[src/rtl/bfts_pkg.sv]
// Package for the bilinear fog tile shader: shared constants, codes and types.
// Used by the controller, the datapath and the top level; depends on nothing.
package bfts_pkg;

  // Geometry and field widths.
  localparam int TILE_SIZE     = 32;
  localparam int TILE_BITS     = $clog2(TILE_SIZE);
  localparam int SIZE_BITS     = TILE_BITS + 1;
  localparam int COORD_BITS    = 12;
  localparam int POS_BITS      = COORD_BITS + 1;
  localparam int LEVEL_BITS    = 8;
  localparam int COLOR_BITS    = 8;
  localparam int TBL_ADDR_BITS = LEVEL_BITS + COLOR_BITS;
  localparam int TBL_DEPTH     = 1 << TBL_ADDR_BITS;
  localparam int IN_DATA_BITS  = 96;
  localparam int OUT_DATA_BITS = 48;
  localparam int CFG_ADDR_BITS = 4;
  localparam int CFG_DATA_BITS = 32;

  // Width of the 12.8 interpolation arithmetic and the rounding offset.
  localparam int FRAC_BITS  = 20;
  localparam int QUOT_BITS  = FRAC_BITS - TILE_BITS;
  localparam int STEP_BITS  = LEVEL_BITS + 4;
  localparam logic [FRAC_BITS-1:0] LEVEL_ROUND = FRAC_BITS'(8'h80);

  // Operation codes carried on the input tuser.
  typedef logic [1:0] op_t;
  localparam op_t OP_TBL_WR     = 2'd0;
  localparam op_t OP_TILE_START = 2'd1;
  localparam op_t OP_PIXEL      = 2'd2;

  // Result kinds carried on the output tuser.
  localparam logic KIND_TILE  = 1'b0;
  localparam logic KIND_PIXEL = 1'b1;

  // Configuration register indexes (byte address divided by four).
  typedef logic [1:0] reg_idx_t;
  localparam reg_idx_t REG_WIN_MIN_X = 2'd0;
  localparam reg_idx_t REG_WIN_MIN_Y = 2'd1;
  localparam reg_idx_t REG_WIN_MAX_X = 2'd2;
  localparam reg_idx_t REG_WIN_MAX_Y = 2'd3;

  // Controller states.
  typedef enum logic [2:0] {
    ST_IDLE,
    ST_TILE_CLIP,
    ST_TILE_RESP,
    ST_PIX_MUL,
    ST_PIX_DIV,
    ST_PIX_ADDR,
    ST_PIX_LOOK,
    ST_PIX_RESP
  } state_t;

  // Commands from the controller to the datapath.
  typedef struct packed {
    logic tbl_wr;
    logic tile_start;
    logic tile_commit;
    logic tile_load;
    logic px_start;
    logic px_mul;
    logic px_div;
    logic px_addr;
    logic px_load;
  } cmd_t;

  // Status from the datapath to the controller.
  typedef struct packed {
    logic tile_active;
    logic out_free;
  } status_t;

endpackage

[src/rtl/bfts_ctrl.sv]
// Controller state machine of the fog tile shader.
// Depends on bfts_pkg; drives the datapath through cmd_t and reads status_t.
module bfts_ctrl (
  input  logic               clk,
  input  logic               rst_n,
  input  logic               in_tvalid,
  input  bfts_pkg::op_t      in_op,
  output logic               in_tready,
  input  bfts_pkg::status_t  status,
  output bfts_pkg::cmd_t     cmd
);

  bfts_pkg::state_t state_r;
  bfts_pkg::state_t state_nxt;

  // State register.
  always_ff @(posedge clk) begin
    if (!rst_n) begin
      state_r <= bfts_pkg::ST_IDLE;
    end else begin
      state_r <= state_nxt;
    end
  end

  // Next state and commands.
  always_comb begin
    state_nxt = state_r;
    cmd       = '0;
    in_tready = 1'b0;
    case (state_r)
      bfts_pkg::ST_IDLE: begin
        in_tready = 1'b1;
        if (in_tvalid) begin
          case (in_op)
            bfts_pkg::OP_TBL_WR: begin
              cmd.tbl_wr = 1'b1;
            end
            bfts_pkg::OP_TILE_START: begin
              cmd.tile_start = 1'b1;
              state_nxt      = bfts_pkg::ST_TILE_CLIP;
            end
            bfts_pkg::OP_PIXEL: begin
              // A pixel beat with no open tile is dropped.
              if (status.tile_active) begin
                cmd.px_start = 1'b1;
                state_nxt    = bfts_pkg::ST_PIX_MUL;
              end
            end
            default: ;
          endcase
        end
      end
      bfts_pkg::ST_TILE_CLIP: begin
        cmd.tile_commit = 1'b1;
        state_nxt       = bfts_pkg::ST_TILE_RESP;
      end
      bfts_pkg::ST_TILE_RESP: begin
        if (status.out_free) begin
          cmd.tile_load = 1'b1;
          state_nxt     = bfts_pkg::ST_IDLE;
        end
      end
      bfts_pkg::ST_PIX_MUL: begin
        cmd.px_mul = 1'b1;
        state_nxt  = bfts_pkg::ST_PIX_DIV;
      end
      bfts_pkg::ST_PIX_DIV: begin
        cmd.px_div = 1'b1;
        state_nxt  = bfts_pkg::ST_PIX_ADDR;
      end
      bfts_pkg::ST_PIX_ADDR: begin
        cmd.px_addr = 1'b1;
        state_nxt   = bfts_pkg::ST_PIX_LOOK;
      end
      bfts_pkg::ST_PIX_LOOK: begin
        // The table read is in flight.
        state_nxt = bfts_pkg::ST_PIX_RESP;
      end
      bfts_pkg::ST_PIX_RESP: begin
        if (status.out_free) begin
          cmd.px_load = 1'b1;
          state_nxt   = bfts_pkg::ST_IDLE;
        end
      end
      default: begin
        state_nxt = bfts_pkg::ST_IDLE;
      end
    endcase
  end

endmodule

[config.mk]
export PLATFORM = sky130hd
export DESIGN_NAME = bfts_ctrl
export DESIGN_NICKNAME = d
export VERILOG_FILES = /design/src/rtl/bfts_pkg.sv /design/src/rtl/bfts_ctrl.sv
export SDC_FILE = /design/constraint.sdc
export NUM_CORES = 1
export LEC_CHECK = 0
export ABC_AREA = 1
export BUFFER_PORTS_ARGS = -buffer_cell sky130_fd_sc_hd__buf_4
export CAP_MARGIN = 15
export CORE_AREA = 2 2 39 41
export CTS_BUF_LIST = sky130_fd_sc_hd__clkbuf_8
export DETAILED_ROUTE_END_ITERATION = 6
export DIE_AREA = 0 0 41 43
export PLACE_DENSITY = 0.5
export SLEW_MARGIN = 20
export SYNTH_ARGS = -nofsm -noshare
export SYNTH_HDL_FRONTEND = slang
export SYNTH_SLANG_ARGS = --single-unit
[constraint.sdc]
create_clock -name clk -period 2.1 [get_ports clk]
set_input_delay 0.42 -clock clk [delete_from_list [all_inputs] [get_ports clk]]
set_output_delay 0.42 -clock clk [all_outputs]
set_load 0.05 [all_outputs]
* Word-level counts from Yosys, hierarchy flattened *
Index checks and enable logic that the tools add are counted.

storage, ports and cells
  register bits after elaboration = 3
  output and inout bits = 10
  input port bits = 7
  word-level logic and storage cells = 39

cells by class
  reductions and logical operators = 4
  multiplexer cells = 21
  eq/ne operators = 13

operator list
  cell                                                                      number
  3-bit case mux with 7 select lines                                        1
  1-bit 2-to-1 mux                                                          14
  3-bit == test (second input constant)                                     4
  3-bit 2-to-1 mux                                                          3
  3-bit by 2-bit == test with 1-bit output (second input constant)          2
  3-bit case mux with 2 select lines                                        1
  2-bit 2-to-1 mux                                                          2
  4-bit AND reduction                                                       1
  3-bit by 1-bit == test with 1-bit output (second input constant)          1
  3-bit logical NOT                                                         1
  3-bit by 1-bit inequality test with 1-bit output (second input constant)  1
  3-bit inequality test (second input constant)                             1
  2-bit by 1-bit == test with 1-bit output (second input constant)          1
  2-bit == test (second input constant)                                     1
  2-bit logical NOT                                                         1
  2-bit by 1-bit inequality test with 1-bit output (second input constant)  1
  2-bit inequality test (second input constant)                             1
  2-bit OR reduction                                                        1

* Longest topological paths before layout *
Gate-level depths: netlist (run 1).

  word-level depth = 4
  depth in mapped cells = 8

* Worst setup path before layout (run 1) *
No wires, ideal clock.

  kind = reg-to-output
  start = register state_r[2]
  end = output cmd[4] (netlist bit)
  path slack = -490 ps
  cell stages (with the launch flop) = 5
  path buffers = 1
  arrival = 2,170 ps
  path through = dfxtp_1 -> buf_6 -> nor3_4 -> inv_2 -> nor3_1

RTL lines
  element                   line             text
  start: declaration        bfts_ctrl.sv:13  bfts_pkg::state_t state_r;
  start signal: assignment  bfts_ctrl.sv:19  state_r <= bfts_pkg::ST_IDLE;
  start signal: assignment  bfts_ctrl.sv:21  state_r <= state_nxt;
  end: declaration          bfts_ctrl.sv:10  output bfts_pkg::cmd_t cmd

==> metrics.csv, run 1 <==
metric,value,unit
syn_nets,56,
placed_area,441.7,um2
numPortBuffers,16,
largest_reg_flops,3,
vias,344,
cap_violations,0,
setup_viol,0,
max_stage_delay,0.40,ns
critical-path-slowest-cell,dfxtp_1,
worstHoldStart,rst_n,
fmax,533.6,MHz
top_regs,state_r x3,
r2r-end,state_r[0],
design_area,486.7,um2
syn_inst,49,
postCtsSetupRepairBufs,0,
seq_area_frac_synth,19.92,%
syn_area,301.5,um2
final_nets,75,
final_max_slew_viol_count,0,
p_per_area,1347,nW/um2
min_period_over_period,89.24,%
clk_pin_slew,0.03,ns
finalClockSkew,0.001606,ns
finalPower,655.7,uW
crit_chain,"nor3_4, inv_2, nor4_4, buf_4",
die-height,43,um
yosysWarnings,0,
cts_tree,built,
htree_num_levels,1,
crit_type,reg2out,
synth_cell_types,15,
antennaDiodeCount,0,
rsz0062_at_grt,no,
wire_per_inst,8.313,um
r2r_cells,5,
core-area,1384,um2
irDropWorstVdd,0.3971,mV
worstPathArrival,1.45,ns
grt_usage,9.228,%
grt_pass1_wl,1.083,mm
rr_startpoint,state_r[2],
hold_depth,3,
gr-total-overflow,0,
worstMarginPinSlew,0.3543,ns
top_register,state_r,
ff2ff_setup_slack,0.90,ns
routed_wl,690,um
die-area,1763,um2
cp-start-kind,flop,
cts_root_buf,clkbuf_8,
clockBufferDepth,2,
hold_end,state_r[0],
fin_crit,1.874,ns
antenna_left,0,
crit_fanout,9,
start_util,21.79,%
drt_iter0_drc,4,
hp-class,in2reg,
drc_errors,0,
hpwlAfterDp,576.1,um
numCtsBuffers,3,
grt_pass1_vias,307,
p_leak,0.2500,nW
relSlewSlack,76.35,%
syn2layout_area_growth,61.41,%
cts_resized,0,
die_w,41,um
cp.required,1.68,ns
antenna_found_initial,0,
clock_latency,0.21,ns
status,completed,
gp_congestion,0.7270,
synth.avg_cell_area,6.154,um2
drive_gt1_share,41.79,%
viasPerCell,4.145,
ys_ff_latch,3,
finalHoldViolCount,0,
grt_max_degree,10,
num_rows,14,
fill_cells,160,
cts_hold_buffers,0,
cts.sinks,3,
end_kind,output pin,
drt-pass1-iter-count,4,
num_io_pins,17,
power breakdown:
| group | internal (mW) | total, mW | switching, mW |
|---|---|---|---|
| combinational | 0.122 | 0.376 | 0.254 |
| clock | 0.124 | 0.160 | 0.0362 |
| sequential | 0.0754 | 0.119 | 0.0437 |
| total | 0.322 | 0.656 | 0.334 |
worst max-delay path by stage:
stage / to / slack (ns) / start / cells past startpoint
final: cmd[8] / 0.23 / state_r[2] / 4
after global routing: cmd[8] / 0.10 / state_r[2] / 4
after CTS: cmd[8] / 0.20 / state_r[2] / 4
after detailed placement: cmd[8] / 0.43 / state_r[2] / 4
after global placement: cmd[8] / 0.46 / state_r[2] / 4
after floorplan: cmd[4] / -0.1 / state_r[2] / 4
critical path, delay by kind of cell, from the launching register on:
| family | cells | cell delay (ns) |
|---|---|---|
| and+or+nand+nor | 2 | 0.50 |
| buffers and inverters | 2 | 0.34 |
| DFF | 1 | 0.40 |
layout by cell type (no fill, tap or decap):
| master | n |
|---|---|
| nand2_1 | 11 |
| o21ai_1 | 1 |
| buf_4 | 16 |
| dfxtp_1 | 3 |
| nor4_2 | 1 |
| nor3_4 | 1 |
| nand3_1 | 3 |
| clkbuf_8 | 3 |
| a21oi_1 | 4 |
| nor3_1 | 2 |
| nor2_1 | 6 |
| nor3_2 | 2 |
| nor4_4 | 1 |
| nand3_2 | 2 |
| inv_2 | 2 |
| inv_1 | 9 |
layout make-up:
cell class	instances	area, um2	share of cell area (%)
Multi-Input combinational cell	34	203.9	41.90
Timing Repair Buffer	16	120.1	24.68
Sequential cell	3	60.06	12.34
Clock buffer	3	41.29	8.483
Inverter	10	37.54	7.712
Tap cell	16	20.02	4.113
Clock inverter	1	3.754	0.7712
cells by family after synthesis:
family / after synthesis / share of synthesized area (%)
compound gates: 5 / 8.297
simple gates: 29 / 51.04
flops: 3 / 19.92
buf+inv: 12 / 20.75
routing by layer:
| metal | GRT usage, % | wire, um |
|---|---|---|
| met4 | 8.000 | 0 |
| met2 | 13.75 | 343 |
| met1 | 9.615 | 302 |
| met3 | 3.141 | 44 |
| met5 | 0 | 0 |
synthesized netlist by cell type (all sizes together):
cell type | number | share of area [%]
clkbuf | 1 | 4.6
nand2 | 11 | 14
nor3 | 5 | 12
dfxtp | 3 | 20
a21oi | 4 | 6.6
nor4 | 2 | 6.2
buf | 1 | 3.7
inv | 10 | 12
o21ai | 1 | 1.7
nand3 | 5 | 12
nor2 | 6 | 7.5
through the flow:
stage          instances  hold WS (ns)  utilization (%)  setup TNS, ns  worst slack, ns
6_report              83        0.4539            35.17              0           0.2260
5_1_grt               83        0.4690            35.17              0           0.1004
4_1_cts               83        0.4504            35.17              0           0.2009
3_5_place_dp          79        0.6421            31.92              0           0.4327
3_3_place_gp          79        0.6404            31.92              0           0.4646
2_1_floorplan         49        0.5460                -        -0.2783         -0.09692
Note: power is estimated with default switching activity, not from simulation.
==> run 2: changes to the inputs <==
--- a/config.mk
+++ b/config.mk
@@ -12,7 +12,9 @@
 export CTS_BUF_LIST = sky130_fd_sc_hd__clkbuf_8
 export DETAILED_ROUTE_END_ITERATION = 6
 export DIE_AREA = 0 0 41 43
+export GPL_ROUTABILITY_DRIVEN = 0
 export PLACE_DENSITY = 0.5
+export SKIP_LAST_GASP = 1
 export SLEW_MARGIN = 20
 export SYNTH_ARGS = -nofsm -noshare
 export SYNTH_HDL_FRONTEND = slang
==> constraint.sdc (replaced) <==
create_clock -name clk -period 2.37 [get_ports clk]
set_input_delay 0.474 -clock clk [delete_from_list [all_inputs] [get_ports clk]]
set_output_delay 0.474 -clock clk [all_outputs]
set_load 0.05 [all_outputs]
==> metrics.csv, run 2 (same netlist as run 1, synthesis figures left out) <==
metric,value,unit
status,completed,
mostFrequentLayoutCell,buf_4,
ff_latch_area,60.06,um2
relSlewSlack,77.79,%
top_regs,state_r x3,
final_nets,75,
worstPathArrival,1.40,ns
busiest_layer,met2,
cts_hold_buffers,0,
fmax,532.9,MHz
cts_tree,built,
die_w,41,um
htree_num_levels,1,
largest_reg_flops,3,
fill_cells,163,
hp-class,in2reg,
final_max_slew_viol_count,0,
final_cell_mix,"buf_4 (16), nand2_1 (11), inv_1 (9)",
cp.required,1.90,ns
cap_violations,0,
min_period_over_period,79.17,%
num_rows,14,
viasPerCell,4.193,
worstMarginPinSlew,0.3327,ns
cts_root_buf,clkbuf_8,
crit_chain,"inv_1, nor3_1, buf_4",
clockBufferDepth,2,
antenna_left,0,
num_io_pins,17,
numCtsBuffers,3,
wire_per_inst,8.747,um
drive_gt1_share,37.31,%
drt-pass1-iter-count,1,
antenna_found_initial,0,
critical-path-slowest-cell,dfxtp_1,
grtUsageMet1,9.325,%
drc_errors,0,
grt_max_degree,10,
cp_top_family,flip-flops,
die-area,1763,um2
p_per_area,1227,nW/um2
vias,348,
routed_wl,726,um
fin_crit,1.876,ns
clock_latency,0.21,ns
clk_pin_slew,0.03,ns
crit_buf_inv,2,
p_leak,0.2465,nW
rsz0062_at_grt,no,
cp-start-kind,flop,
core-area,1384,um2
end_kind,output pin,
crit_type,reg2out,
drt_iter0_drc,0,
die-height,43,um
met3_usage,2.094,%
start_util,21.79,%
max_stage_delay,0.50,ns
finalHoldViolCount,0,
irDropWorstVdd,0.6398,mV
postCtsSetupRepairBufs,0,
grt_pass1_wl,1.055,mm
numPortBuffers,16,
syn2layout_area_growth,53.11,%
finalPower,566.3,uW
finalClockSkew,0.0001174,ns
setup_viol,0,
multi_input_area,178.9,um2
crit_fanout,9,
met2_usage,14.06,%
top_register,state_r,
cts_resized,0,
cts.sinks,3,
antennaDiodeCount,0,
grt_usage,9.036,%
grt_pass1_vias,284,
gr-total-overflow,0,
finalSetupTns,0,ns
## run 2: changes by cell type in the layout (fill, tap and decap cells not counted)
cell	before	now
nor3_1	2	4
nor3_2	2	0
nor4_1	0	1
nor4_4	1	0
## run 2: cell type report
cell class | instances | share of cell area (%)
flip-flops and latches | 3 | 13.01
repair buffers | 16 | 26.02
multi-input cells | 34 | 38.75
well taps | 16 | 4.336
clock buffers | 3 | 8.943
inverters | 10 | 8.130
clock inverters | 1 | 0.8130
## run 2: where the power goes
group          leakage [nW]  switching, mW  internal, mW
clock network        0.0269         0.0316         0.110
logic                 0.195          0.217         0.105
registers            0.0246         0.0365        0.0668
total                 0.247          0.285         0.281
## run 2: worst reg2reg max path, stage by stage (launching register included)
cell and delay, ns:
dfxtp_1 0.50, inv_1 0.14, o21ai_1 0.11, nand3_2 0.11
a21oi_1 0.15, nor2_1 0.05
## run 2: final timing paths
kind                                  from    endpoint  slack (ns)  cells after the start
worst min-delay path                 rst_n  state_r[0]        0.51                      3
worst max-delay path            state_r[2]      cmd[0]        0.49                      3
worst max register to register  state_r[2]  state_r[0]        1.20                      5
worst min register to register  state_r[0]  state_r[0]        0.62                      2
## run 2: per-layer routing
layer  wire length, um  vias to the layer above
li1                  -                      191
met1               325                      143
met2               323                       12
met3                62                        2
met4                14                        0
met5                 0                        -
## run 2: metrics by stage
| step | util [%] | instances | hold WS (ns) | worst slack, ns | cell area [um2] |
|---|---|---|---|---|---|
| floorplan | - | 49 | 0.5768 | -0.2742 | 301.5 |
| global placement | 30.11 | 79 | 0.6357 | 0.7358 | 416.7 |
| detailed placement | 30.11 | 79 | 0.6214 | 0.7207 | 416.7 |
| CTS | 33.36 | 83 | 0.5115 | 0.4984 | 461.7 |
| global route | 33.36 | 83 | 0.5220 | 0.3624 | 461.7 |
| finish | 33.36 | 83 | 0.5126 | 0.4936 | 461.7 |
==> run 3: changes to the inputs <==
==> constraint.sdc (replaced) <==
create_clock -name clk -period 1.8 [get_ports clk]
set_input_delay 0.36 -clock clk [delete_from_list [all_inputs] [get_ports clk]]
set_output_delay 0.36 -clock clk [all_outputs]
set_load 0.05 [all_outputs]
==> metrics.csv, run 3 (same netlist as run 1, synthesis figures left out) <==
metric,value,unit
antenna_left,0,
numCtsBuffers,3,
drt_iter0_drc,2,
finalClockSkew,0.001545,ns
cp.required,1.44,ns
cts_root_buf,clkbuf_8,
cp_top_family,simple AND/OR/NAND/NOR gates,
drt-pass1-iter-count,4,
antennaDiodeCount,0,
viasPerCell,4.405,
die_w,41,um
mostFrequentLayoutCell,buf_4,
vias,370,
p_per_area,1588,nW/um2
grt_pass1_vias,350,
crit_chain,"nor3_4, inv_2, nor4_4, buf_6",
cts_tree,built,
antenna_found_initial,0,
end_kind,output pin,
drive_gt1_share,47.06,%
grt_pass1_wl,1.269,mm
final_cell_mix,"buf_4 (16), nand2_1 (11), inv_1 (9)",
rsz0062_at_grt,yes,
relSlewSlack,78.13,%
crit_buf_inv,2,
syn2layout_area_growth,67.64,%
worstPathArrival,1.35,ns
num_rows,14,
clockBufferDepth,2,
gr-total-overflow,0,
hp-class,in2reg,
design_area,505.5,um2
final_nets,76,
status,completed,
hpwlAfterDp,644.9,um
num_io_pins,17,
setup_viol,0,
fin_crit,1.711,ns
p_leak,0.2564,nW
max_stage_delay,0.39,ns
final_max_slew_viol_count,0,
ff_latch_area,62.56,um2
htree_num_levels,1,
clk_pin_slew,0.03,ns
grt_max_degree,10,
fmax,584.4,MHz
cp-start-kind,flop,
wire_per_inst,8.952,um
largest_reg_flops,3,
top_register,state_r,
irDropWorstVdd,0.4841,mV
multi_input_area,209.0,um2
die-area,1763,um2
fill_cells,155,
core-area,1384,um2
top_regs,state_r x3,
grt_usage,10.24,%
routed_wl,752,um
critical-path-slowest-cell,dfxtp_1,
die-height,43,um
finalHoldViolCount,0,
crit_type,reg2out,
crit_fanout,8,
start_util,21.79,%
cap_violations,0,
numPortBuffers,16,
drc_errors,0,
cts.sinks,3,
placed_area,446.7,um2
clock_latency,0.21,ns
cts_hold_buffers,0,
min_period_over_period,95.07,%
worstMarginPinSlew,0.3275,ns
utilization,36.53,%
[run 3: metal layers]
metal / wire, um / track usage [%]
met3: 55 / 3.141
met4: 0 / 2.000
met2: 379 / 17.50
met5: 0 / 0
met1: 318 / 11.90
[run 3: power by group]
part	switching, mW	total [mW]	internal (mW)
Sequential	0.0514	0.143	0.0913
Clock	0.0387	0.183	0.145
Combinational	0.309	0.476	0.167
Total	0.399	0.802	0.403
[run 3: worst paths after layout]
kind	from	endpoint	slack, ns	cells past startpoint
min	rst_n	state_r[0]	0.40	3
max reg2reg	state_r[0]	state_r[0]	0.62	5
max	state_r[0]	cmd[8]	0.09	4
min reg2reg	state_r[2]	state_r[2]	0.59	2
[run 3: cell type report]
type | instances | share of cell area, %
clock inverter | 1 | 0.7426
timing repair buffer | 17 | 25.99
multi-input combinational | 34 | 41.34
clock buffer | 3 | 8.168
sequential | 3 | 12.38
tap | 16 | 3.960
inverter | 10 | 7.426
[run 3: what timing repair did]
| action | 4_1_cts | 5_1_grt |
|---|---|---|
| endpoints found under the setup margin | 1 | 2 |
| pin swaps | 1 | 0 |
| resized for setup | 0 | 3 |
| buffers inserted | 1 | 0 |
| endpoints found under the hold margin | 0 | 0 |
[run 3: tightest hold or removal path, stage by stage]
cell	delay [ns]
buf_4	0.11
nand2_1	0.05
nor2_1	0.04
[run 3: through the flow]
step	cells	worst slack, ns	TNS (ns)	total power, mW	hold WS [ns]
floorplan	49	-0.3369	-0.9983	0.4999	0.4860
global placement	79	0.2222	0	0.5895	0.6239
detailed placement	79	0.1553	0	0.5920	0.6131
CTS	84	0.04749	0	0.8070	0.3987
global route	84	-0.001825	-0.001825	0.8657	0.4209
finish	84	0.08882	0	0.8025	0.4014
